$ cat src/hw/rtl/dzs_pkg.sv
// shared types and constants of the digitizer zero suppression block
package dzs_pkg;

	// byte lanes in one raw word
	localparam int unsigned LANES = 4;
	localparam int unsigned SAMPLE_W = 8;

	// result queue depth
	localparam int unsigned QDEPTH = 4;
	localparam int unsigned QPTR_W = $clog2(QDEPTH);
	localparam int unsigned QCNT_W = $clog2(QDEPTH + 1);

	// result word kinds
	localparam logic [1:0] KIND_HEADER = 2'd0;
	localparam logic [1:0] KIND_DESC   = 2'd1;
	localparam logic [1:0] KIND_HDR0   = 2'd2;

	// configuration register indexes
	localparam logic [1:0] CFG_THRESHOLD = 2'd0;
	localparam logic [1:0] CFG_WORDS     = 2'd1;
	localparam logic [1:0] CFG_FMT_MASK  = 2'd2;

	// header positions
	localparam logic [2:0] HDR_WORD0 = 3'd0;
	localparam logic [2:0] HDR_WORD1 = 3'd1;
	localparam logic [2:0] HDR_DATA  = 3'd4;

	// top nibble of header word 0 that survives patching
	localparam logic [31:0] HDR0_KEEP_MASK = 32'hF000_0000;

	// per-lane min and max candidates
	typedef struct packed {
		logic [SAMPLE_W-1:0] min;
		logic [SAMPLE_W-1:0] max;
	} lane_t;

	// merged span result of one word
	typedef struct packed {
		logic [SAMPLE_W-1:0] min;
		logic [SAMPLE_W-1:0] max;
		logic                keep;
	} merge_t;

	// one result item
	typedef struct packed {
		logic [31:0] out_word;
		logic [1:0]  word_kind;
		logic [1:0]  header_index;
		logic [2:0]  channel_number;
		logic        keep_channel;
		logic        end_of_event;
	} res_t;

endpackage

$ cat src/hw/rtl/dzs_lane.sv
// one byte lane: folds its sample into the running minimum and maximum
module dzs_lane
	import dzs_pkg::*;
(
	input  logic [SAMPLE_W-1:0] sample,
	input  logic [SAMPLE_W-1:0] run_min,
	input  logic [SAMPLE_W-1:0] run_max,
	output lane_t               lane
);

	// compare the sample against the running extremes
	always_comb begin
		lane.min = (sample < run_min) ? sample : run_min;
		lane.max = (sample > run_max) ? sample : run_max;
	end

endmodule

$ cat src/hw/rtl/dzs_merge.sv
// merge of the lane results and peak-to-peak threshold test
module dzs_merge
	import dzs_pkg::*;
(
	input  lane_t [LANES-1:0] lanes,
	input  logic [8:0]        threshold,
	output merge_t            merged
);

	logic [SAMPLE_W-1:0] min01, min23, max01, max23;
	logic [SAMPLE_W-1:0] min_all, max_all;
	logic [8:0]          span;

	// two-level min/max tree over the four lanes, then the span test
	// a threshold above 255 never passes
	always_comb begin
		min01 = (lanes[1].min < lanes[0].min) ? lanes[1].min : lanes[0].min;
		min23 = (lanes[3].min < lanes[2].min) ? lanes[3].min : lanes[2].min;
		max01 = (lanes[1].max > lanes[0].max) ? lanes[1].max : lanes[0].max;
		max23 = (lanes[3].max > lanes[2].max) ? lanes[3].max : lanes[2].max;
		min_all = (min23 < min01) ? min23 : min01;
		max_all = (max23 > max01) ? max23 : max01;
		span = {1'b0, max_all} - {1'b0, min_all};
		merged.min  = min_all;
		merged.max  = max_all;
		merged.keep = (max_all >= min_all) && (span >= threshold);
	end

endmodule

$ cat src/hw/rtl/dzs_out_queue.sv
// result queue taking up to two results a cycle and giving one
module dzs_out_queue
	import dzs_pkg::*;
(
	input  logic              clk,
	input  logic              arst_n,
	input  logic [1:0]        push_n,
	input  res_t              push0,
	input  res_t              push1,
	output logic              room2,
	output logic              head_valid,
	output res_t              head,
	input  logic              pop
);

	res_t              mem_q [QDEPTH];
	logic [QPTR_W-1:0] wr_q, rd_q;
	logic [QCNT_W-1:0] cnt_q;
	logic              pop_ok;

	assign head_valid = (cnt_q != '0);
	assign head       = mem_q[rd_q];
	assign room2      = (cnt_q <= QCNT_W'(QDEPTH - 2));
	assign pop_ok     = pop && head_valid;

	// entry storage
	always_ff @(posedge clk) begin
		if (push_n != 2'd0) begin
			mem_q[wr_q] <= push0;
		end
		if (push_n == 2'd2) begin
			mem_q[wr_q + QPTR_W'(1)] <= push1;
		end
	end

	// pointers and fill count
	always_ff @(posedge clk or negedge arst_n) begin
		if (!arst_n) begin
			wr_q  <= '0;
			rd_q  <= '0;
			cnt_q <= '0;
		end else begin
			wr_q  <= wr_q + QPTR_W'(push_n);
			rd_q  <= rd_q + QPTR_W'(pop_ok);
			cnt_q <= cnt_q + QCNT_W'(push_n) - QCNT_W'(pop_ok);
		end
	end

	a_cnt_bound: assert property (@(posedge clk) disable iff (!arst_n)
		cnt_q <= QCNT_W'(QDEPTH))
		else $error("result queue overfilled");

	a_push_room: assert property (@(posedge clk) disable iff (!arst_n)
		(push_n != 2'd0) |-> room2)
		else $error("results pushed without room for two");

endmodule

$ cat src/hw/rtl/digitizer_zero_suppression.sv
// top level of the digitizer zero suppression block
//
// Raw event words enter on in_valid/raw_word and are taken when in_stall
// is low: four header words, then CHANNELS channels of words_per_channel
// sample words, four 8-bit samples to a word. Header words 1 to 3 come out
// at once (word 1 with the format mask OR-ed in); word 0 is held back.
// Each channel end gives a descriptor, and the last channel also gives the
// patched header word 0 flagged end_of_event.
// Results are computed combinationally and written into a four-entry result
// queue, and reach the outputs once the results ahead of them have left.
// One raw word per cycle is sustained while in_stall is low; the four byte
// lanes and the min/max merge are combinational. in_stall rises while the
// queue holds more than two results, so a stalled receiver backs pressure
// up to the source with at most four results held. The configuration
// channel (cfg_valid/cfg_ready, cfg_index, cfg_data) is always ready. The
// user must see that it is written only between events; the block does not
// enforce this. Reset clears the configuration to threshold 0, one word per
// channel and an empty mask, empties the queue and waits for header word 0.
module digitizer_zero_suppression
	import dzs_pkg::*;
#(
	parameter int unsigned CHANNELS = 8
) (
	input  logic        clk,
	input  logic        arst_n,
	input  logic        in_valid,
	output logic        in_stall,
	input  logic [31:0] raw_word,
	output logic        out_valid,
	input  logic        out_stall,
	output logic [31:0] out_word,
	output logic [1:0]  word_kind,
	output logic [1:0]  header_index,
	output logic [2:0]  channel_number,
	output logic        keep_channel,
	output logic        end_of_event,
	input  logic        cfg_valid,
	output logic        cfg_ready,
	input  logic [1:0]  cfg_index,
	input  logic [31:0] cfg_data
);

	logic [8:0]          thr_q;
	logic [11:0]         wpc_q;
	logic [31:0]         mask_q;
	logic [2:0]          hdr_pos_q;
	logic [2:0]          chan_q;
	logic [11:0]         wic_q;
	logic [SAMPLE_W-1:0] min_q, max_q;
	logic [31:0]         held_q;
	logic [15:0]         cnt_q;

	lane_t [LANES-1:0]   lanes;
	merge_t              merged;
	logic                in_acc;
	logic                room2;
	logic [11:0]         wic_next, len;
	logic                chan_end, last_chan;
	logic [15:0]         cnt_next;
	logic [1:0]          push_n;
	res_t                res0, res1, head;

	assign cfg_ready = 1'b1;
	assign in_stall  = !room2;
	assign in_acc    = in_valid && !in_stall;

	// configuration registers
	always_ff @(posedge clk or negedge arst_n) begin
		if (!arst_n) begin
			thr_q  <= '0;
			wpc_q  <= 12'd1;
			mask_q <= '0;
		end else if (cfg_valid && cfg_ready) begin
			unique case (cfg_index)
				CFG_THRESHOLD: thr_q  <= cfg_data[8:0];
				CFG_WORDS:     wpc_q  <= cfg_data[11:0];
				CFG_FMT_MASK:  mask_q <= cfg_data;
				default:       ;
			endcase
		end
	end

	// byte lanes
	for (genvar g = 0; g < LANES; g++) begin : g_lane
		dzs_lane u_lane (
			.sample  (raw_word[g*SAMPLE_W +: SAMPLE_W]),
			.run_min (min_q),
			.run_max (max_q),
			.lane    (lanes[g])
		);
	end

	dzs_merge u_merge (
		.lanes     (lanes),
		.threshold (thr_q),
		.merged    (merged)
	);

	// channel end and word count
	always_comb begin
		wic_next  = wic_q + 12'd1;
		len       = (wpc_q == '0) ? 12'd1 : wpc_q;
		chan_end  = (wic_next >= len);
		last_chan = (chan_q == 3'(CHANNELS - 1));
		cnt_next  = cnt_q + (merged.keep ? {4'd0, len} : 16'd0);
	end

	// results of the current word
	always_comb begin
		res0   = '0;
		res1   = '0;
		push_n = 2'd0;
		if (hdr_pos_q != HDR_DATA) begin
			res0.out_word     = raw_word | ((hdr_pos_q == HDR_WORD1) ? mask_q : 32'd0);
			res0.word_kind    = KIND_HEADER;
			res0.header_index = hdr_pos_q[1:0];
			if (hdr_pos_q != HDR_WORD0) begin
				push_n = 2'd1;
			end
		end else begin
			res0.out_word       = {17'd0, chan_q, (merged.keep ? len : 12'd0)};
			res0.word_kind      = KIND_DESC;
			res0.channel_number = chan_q;
			res0.keep_channel   = merged.keep;
			res1.out_word       = (held_q & HDR0_KEEP_MASK) | {16'd0, cnt_next};
			res1.word_kind      = KIND_HDR0;
			res1.end_of_event   = 1'b1;
			if (chan_end) begin
				push_n = last_chan ? 2'd2 : 2'd1;
			end
		end
		if (!in_acc) begin
			push_n = 2'd0;
		end
	end

	// event sequencing state
	always_ff @(posedge clk or negedge arst_n) begin
		if (!arst_n) begin
			hdr_pos_q <= HDR_WORD0;
			chan_q    <= '0;
			wic_q     <= '0;
			min_q     <= '1;
			max_q     <= '0;
			held_q    <= '0;
			cnt_q     <= 16'(4 + CHANNELS);
		end else if (in_acc) begin
			if (hdr_pos_q != HDR_DATA) begin
				hdr_pos_q <= hdr_pos_q + 3'd1;
				if (hdr_pos_q == HDR_WORD0) begin
					held_q <= raw_word;
				end
			end else if (chan_end) begin
				wic_q <= '0;
				min_q <= '1;
				max_q <= '0;
				if (last_chan) begin
					hdr_pos_q <= HDR_WORD0;
					chan_q    <= '0;
					cnt_q     <= 16'(4 + CHANNELS);
				end else begin
					chan_q <= chan_q + 3'd1;
					cnt_q  <= cnt_next;
				end
			end else begin
				wic_q <= wic_next;
				min_q <= merged.min;
				max_q <= merged.max;
			end
		end
	end

	dzs_out_queue u_queue (
		.clk        (clk),
		.arst_n     (arst_n),
		.push_n     (push_n),
		.push0      (res0),
		.push1      (res1),
		.room2      (room2),
		.head_valid (out_valid),
		.head       (head),
		.pop        (!out_stall)
	);

	assign out_word       = head.out_word;
	assign word_kind      = head.word_kind;
	assign header_index   = head.header_index;
	assign channel_number = head.channel_number;
	assign keep_channel   = head.keep_channel;
	assign end_of_event   = head.end_of_event;

	a_eoe_kind: assert property (@(posedge clk) disable iff (!arst_n)
		(out_valid && end_of_event) |-> (word_kind == KIND_HDR0))
		else $error("end of event on a word that is not header word 0");

	a_two_only_last: assert property (@(posedge clk) disable iff (!arst_n)
		(push_n == 2'd2) |-> (last_chan && chan_end && hdr_pos_q == HDR_DATA))
		else $error("two results from a word that does not close the event");

	a_data_resets: assert property (@(posedge clk) disable iff (!arst_n)
		(push_n == 2'd2) |=> (hdr_pos_q == HDR_WORD0 && chan_q == '0))
		else $error("event not closed after patched header word");

endmodule
$ cat config.mk
export PLATFORM = sky130hd
export DESIGN_NAME = digitizer_zero_suppression
export DESIGN_NICKNAME = d
export VERILOG_FILES = /design/src/hw/rtl/dzs_pkg.sv /design/src/hw/rtl/dzs_lane.sv /design/src/hw/rtl/dzs_merge.sv /design/src/hw/rtl/dzs_out_queue.sv /design/src/hw/rtl/digitizer_zero_suppression.sv
export SDC_FILE = /design/constraint.sdc
export NUM_CORES = 1
export LEC_CHECK = 0
export ABC_AREA = 1
export BUFFER_PORTS_ARGS = -buffer_cell sky130_fd_sc_hd__buf_4
export CAP_MARGIN = 5
export CORE_MARGIN = 8
export CORE_UTILIZATION = 40
export DETAILED_ROUTE_END_ITERATION = 7
export PLACE_DENSITY = 0.63
export SLEW_MARGIN = 20
export SYNTH_ARGS = -nofsm -noshare
export SYNTH_HDL_FRONTEND = slang
export SYNTH_SLANG_ARGS = --single-unit
$ cat constraint.sdc
create_clock -name clk -period 18.3 [get_ports clk]
set_input_delay 0.915 -clock clk [delete_from_list [all_inputs] [get_ports clk]]
set_output_delay 0.915 -clock clk [all_outputs]
set_load 0.02 [all_outputs]
# ---- Word-level counts from Yosys, hierarchy flattened
# Memory sizes are Yosys's and may differ from the RTL's.
# Cells that the tools add are included.
dict set report word_totals {
  register_bits 142
  ramBits 164
  memories 1
}
dict set report op_classes {
  add_sub_neg 10
  magnitude_cmp 18
  eq_ne 6
  muxes 40
  bitwise 3
  n_reduce_logical 20
}
# memory depth width rd rd_clocked_by_memory_dff wr line_no
set mem_list {}
lappend mem_list {u_queue.mem_q 4 41 1 0 2 dzs_out_queue.sv:16} ;# res_t mem_q [QDEPTH];
# op count
set op_table {}
lappend op_table {{2-to-1 mux 8 bit} 16}
lappend op_table {{2-to-1 mux 34 bit} 2}
lappend op_table {{greater-than comparator 8 bit} 7}
lappend op_table {{< comparator 8 bit} 7}
lappend op_table {{2-to-1 mux 12 bit} 4}
lappend op_table {{2-to-1 mux 32 bit} 1}
lappend op_table {{bitwise OR 32 x 16 -> 32 bit} 1}
lappend op_table {{bitwise OR 32 bit} 1}
lappend op_table {{adder 16 x 12 -> 16 bit} 1}
lappend op_table {{2-to-1 mux 16 bit} 1}
lappend op_table {{adder 12 x 1 -> 12 bit (second input constant)} 1}
lappend op_table {{greater-or-equal comparator 12 bit} 1}
lappend op_table {{logical NOT 12 bit} 1}
lappend op_table {{2-to-1 mux 3 bit} 4}
lappend op_table {{2-to-1 mux 2 bit} 5}
lappend op_table {{greater-or-equal comparator 9 bit} 1}
lappend op_table {{AND reduction 3 bit} 3}
lappend op_table {{subtractor 8 x 8 -> 9 bit} 1}
lappend op_table {{greater-or-equal comparator 8 bit} 1}
lappend op_table {{AND reduction 2 bit} 4}
lappend op_table {{adder 3 x 1 -> 3 bit (second input constant)} 2}
lappend op_table {{2-to-1 mux 1 bit} 6}
lappend op_table {{nonzero test 2 bit} 3}
lappend op_table {{nonzero test 3 bit} 2}
lappend op_table {{other kinds (17)} 21}

# ---- Depth between registers and ports, before layout
dict set report depth {
  depth_word 13
  mapped_depth 64
  depth_no_buf 60
}

# ---- Cells and area by module
# A second synthesis with hierarchy kept.
dict set report unflattened {
  hier_cells 2659
  hier_area_um2 20138.1
}
# module instances cells_each area_per_inst_um2 seq_area_each_um2
set by_module_without_submodules {}
lappend by_module_without_submodules {dzs_out_queue 1 907 8749.6 5099.9}
lappend by_module_without_submodules {digitizer_zero_suppression 1 867 6352.3 2691.3}
lappend by_module_without_submodules {dzs_lane 4 117 655.6 0.0}
lappend by_module_without_submodules {dzs_merge 1 417 2413.6 0.0}

# ---- Worst setup path before layout
# OpenSTA, ideal clock, no wires.
dict set report synth_timing {
  path_kind {input to register}
  start {input port raw_word[27]}
  end {memory u_queue.mem_q[1][23] (netlist bit) (data pin)}
  setup_ns 0.274
  arrival_time_ns 9.211
  t_required_ns 18.026
  path_slack_ns 8.815
  stages 56
  path_cell_list {ha_1 > a21oi_1 > o21ai_0 > nand2_1 > o211ai_1 > o21ai_1 > clkbuf_1 > o21ai_0 > ha_1 > a21oi_1 > o21ai_0 > nand2_1 > a21oi_1 > clkbuf_1 > o21ai_0 > ha_1 > inv_1 > nor2_1 > [... 20 more ...] > nor2_1 > o21ai_2 > clkbuf_1 > nor2_1 > fa_1 > a21oi_1 > o21bai_1 > nand2_1 > o211ai_1 > nand2_1 > nand2_1 > a21oi_1 > inv_1 > a21oi_1 > o21ai_0 > nand3_1 > xor2_1 > o22ai_1}
}
# element line_no
set synth_lines {}
lappend synth_lines {{start: declaration} digitizer_zero_suppression.sv:28} ;# input logic [31:0] raw_word,
lappend synth_lines {{end: declaration} dzs_out_queue.sv:16}

==> out/qor.yml <==
cp_slowest_cell: "a21oi_1"
global_route_wire_length_before_repair_mm: 87.3
die-area_um2: 49800
final.min_clock_period_ns: 11.54
yosys.area_share.simple_pct: 19.6
mappedNetlistArea_um2: 17200
timing.critical_path.mode_cell: "nand2_1"
synth_fa_ha_area_share_pct: 11.7
worst_r2r_startpoint: "max_q[5]"
placeableCoreArea_um2: 42700
muxShareOfSynthArea_pct: 1.04
synth_area_leaders: "dfrtp_1, edfxtp_1, ha_1, nand2_1, dfxtp_1"
synthArstFlopShare_pct: 41.6
cts_buffers: 30
finish.net_count: 2471
multiInputGateArea_um2: 9100
timing.final.crit_share_pct: 63.1
worst-r2r-setup-slack_ns: 6.76
first_global_vias: 15100
antenna_cells_inserted: 0
hpwlAfterDp_mm: 39.3
crit_arrival_ns: 11.83
setup_viol: 0
timing.critical_path.from_type: "flop"
detail_route.vias_per_cell: 5.58
critical_path_class: "flop to flop"
synth.ff_latch_count: 274
fmax_mhz: 86.7
hold_fix_buffer_count_after_cts: 0
post_drt_wl_per_cell_um: 20.0
globalRoute.busiestLayer: "met2"
hold_viol_final: 0
layout.filler_cells: 4164
initial_antenna_violation_count: 0
maxCapViolCount: 0
synth_flop_cell: "dfrtp_1"
cts.reportedPaths.clkPinSlew_ns: 0.07
buffer_count_from_post_cts_setup_fixing: 0
pin_count_of_the_biggest_net_entering_global_routing: 83
timing.rr.end: "u_queue.mem_q[1][23]"
synth_to_layout_area_growth_pct: 13.2
yosys.area.top_type_share_pct: 15.0
grt_use_total_pct: 22.0
timing_max_transition_violations_final: 0
yosysWarnings: 0
crit_path_max_fanout: 21
synth_fp_nets: 2409
final_instance_area_um2: 19400
hp-class: "input port to asynchronous set/reset pin"
tightestPinTransition_ns: 0.999
die_width_um: 223
worst_slew_margin_rel_pct: 33.4
vias: 15700
synthXorXnorAreaFrac_pct: 1.68
drive_gt1_share_pct: 11.5
totalNegativeSetupSlack_ns: 0
clock-root-buffer: "clkbuf_16"
ff2ff_path_depth: 50
clock_latency_ns: 0.58
met1_demand_to_capacity_share_in_global_routing_pct: 30.1
num_rows: 76
totalWireLength_mm: 56.3
die_y_um: 223
clock-sinks: 274
cp-end-kind: "flop"
drt_iter0_drc: 1532
syn_inst: 2179
ctsHtreeMaxLevel: 1
synth_seq_area_share_pct: 40.3
synth_enable_flop_cells: 84
detail_route.drc_violations: 0
grtUsageMet3_pct: 3.20
outcome: "finished clean"
io_pins: 115
clock_path_buffers: 3
routabilityCongestion: 0.941
cts_resized: 0
detail-route-antenna-nets: 0
yosys.cell_types.count: 51
detail_route.first_pass.iterations: 6
syn_avg_cell_area_um2: 7.88
max_clock_skew_ns: 0.0312
floorplan.initialDensity_pct: 40.2
post_synthesis_compound_gate_area_fraction_pct: 19.0
cts_tree: "built"
final_cell_count_no_fill: 2811
port-buffer-count: 113
grt.overflow.total: 0
main_combinational_cell_family_by_area_after_synthesis: "simple AND/OR/NAND/NOR gates"
required_time_worst_endpoint_ns: 18.59
netlist.top_cell.by_area: "dfrtp_1"
grt_setup_unrepaired: "false"
grt_util_met2_pct: 34.9
number_of_placed_cells_counting_well_taps: 2755
slowest_delay_ns: 0.79
seq_area_um2: 6910
placed_area_um2: 18400
-- cell usage in the layout, fill, tap and decap left out, types with 84 or more instances in the layout --
cell      instances
nor2_1          178
o21ai_0         276
edfxtp_1         84
buf_4           133
nand3_1         108
dfrtp_1         102
inv_1           192
a21oi_1         114
ha_1            156
nand2_1         478
o22ai_1         115
-- cells by family after synthesis --
| group | Yosys count |
|---|---|
| simple gates | 821 |
| xor+xnor | 33 |
| buf+inv | 298 |
| fa+ha+maj | 159 |
| other cells | 1 |
| compound gates | 577 |
| mux | 16 |
| flops | 274 |
-- worst max-delay path: cells and delay by family (launching register included) --
kind	cells	cell delay [ns]
AND/OR/NAND/NOR	15	1.55
adder cells (fa/ha/maj)	7	2.51
AO/OA/AOI/OAI	22	5.54
buffers and inverters	4	0.66
flip-flops	1	0.44
XOR/XNOR	2	0.52
-- sequential cells by signal (all words and copies together), names as in the netlist, 4 cells and up --
register,cells
held_q,4
wpc_q,12
u_queue.mem_q,160
wic_q,12
thr_q,9
min_q,8
cnt_q,16
max_q,8
mask_q,32
-- metrics by stage --
stage / hold WS [ns] / util [%] / setup slack, ns
finish: 0.388 / 45.5 / 6.76
global route: 0.432 / 45.5 / 5.53
global placement: 0.451 / 43.2 / 7.01
detailed placement: 0.455 / 43.2 / 6.62
CTS: 0.388 / 45.5 / 6.90
floorplan: 0.440 / - / 8.82
-- per-layer routing --
| metal | share of wire [%] | vias to the layer above |
|---|---|---|
| met2 | 45 | 675 |
| met1 | 44 | 7341 |
| li1 | - | 7570 |
| met5 | 0 | - |
| met3 | 7.6 | 109 |
| met4 | 3.5 | 0 |
-- worst max-delay path by stage --
stage / startpoint / endpoint / slack (ns) / depth (start not counted)
2_1_floorplan: raw_word[27] / u_queue.mem_q[1][23] / 8.82 / 56
3_3_place_gp: raw_word[31] / u_queue.mem_q[2][23] / 7.01 / 50
3_5_place_dp: raw_word[31] / u_queue.mem_q[1][23] / 6.62 / 50
4_1_cts: max_q[5] / u_queue.mem_q[1][23] / 6.90 / 50
5_1_grt: max_q[5] / u_queue.mem_q[3][23] / 5.53 / 50
6_report: max_q[5] / u_queue.mem_q[1][23] / 6.76 / 50
-- cell usage after synthesis (all sizes together) (10+ instances only) --
cell      n
nand2   494
o21ai   292
inv     193
nor2    180
ha      156
o22ai   116
a21oi   114
nand3   108
dfrtp   103
edfxtp   84
dfxtp    76
clkbuf   74
buf      29
xor2     26
or2      17
mux2     15
dfstp    11
nor3     10
-- final cells by class --
type                            count  area share (%)
Multi-Input combinational cell   1607            46.8
Sequential cell                   274            35.6
Timing Repair Buffer              133            5.14
Clock buffer                       45            4.53
Inverter                          195            3.77
Tap cell                          546            3.52
Clock inverter                     11           0.644
Power is left out: the tool's default activity adds up to more than one toggle a clock period on the data nets, which glitch-free logic cannot reach.
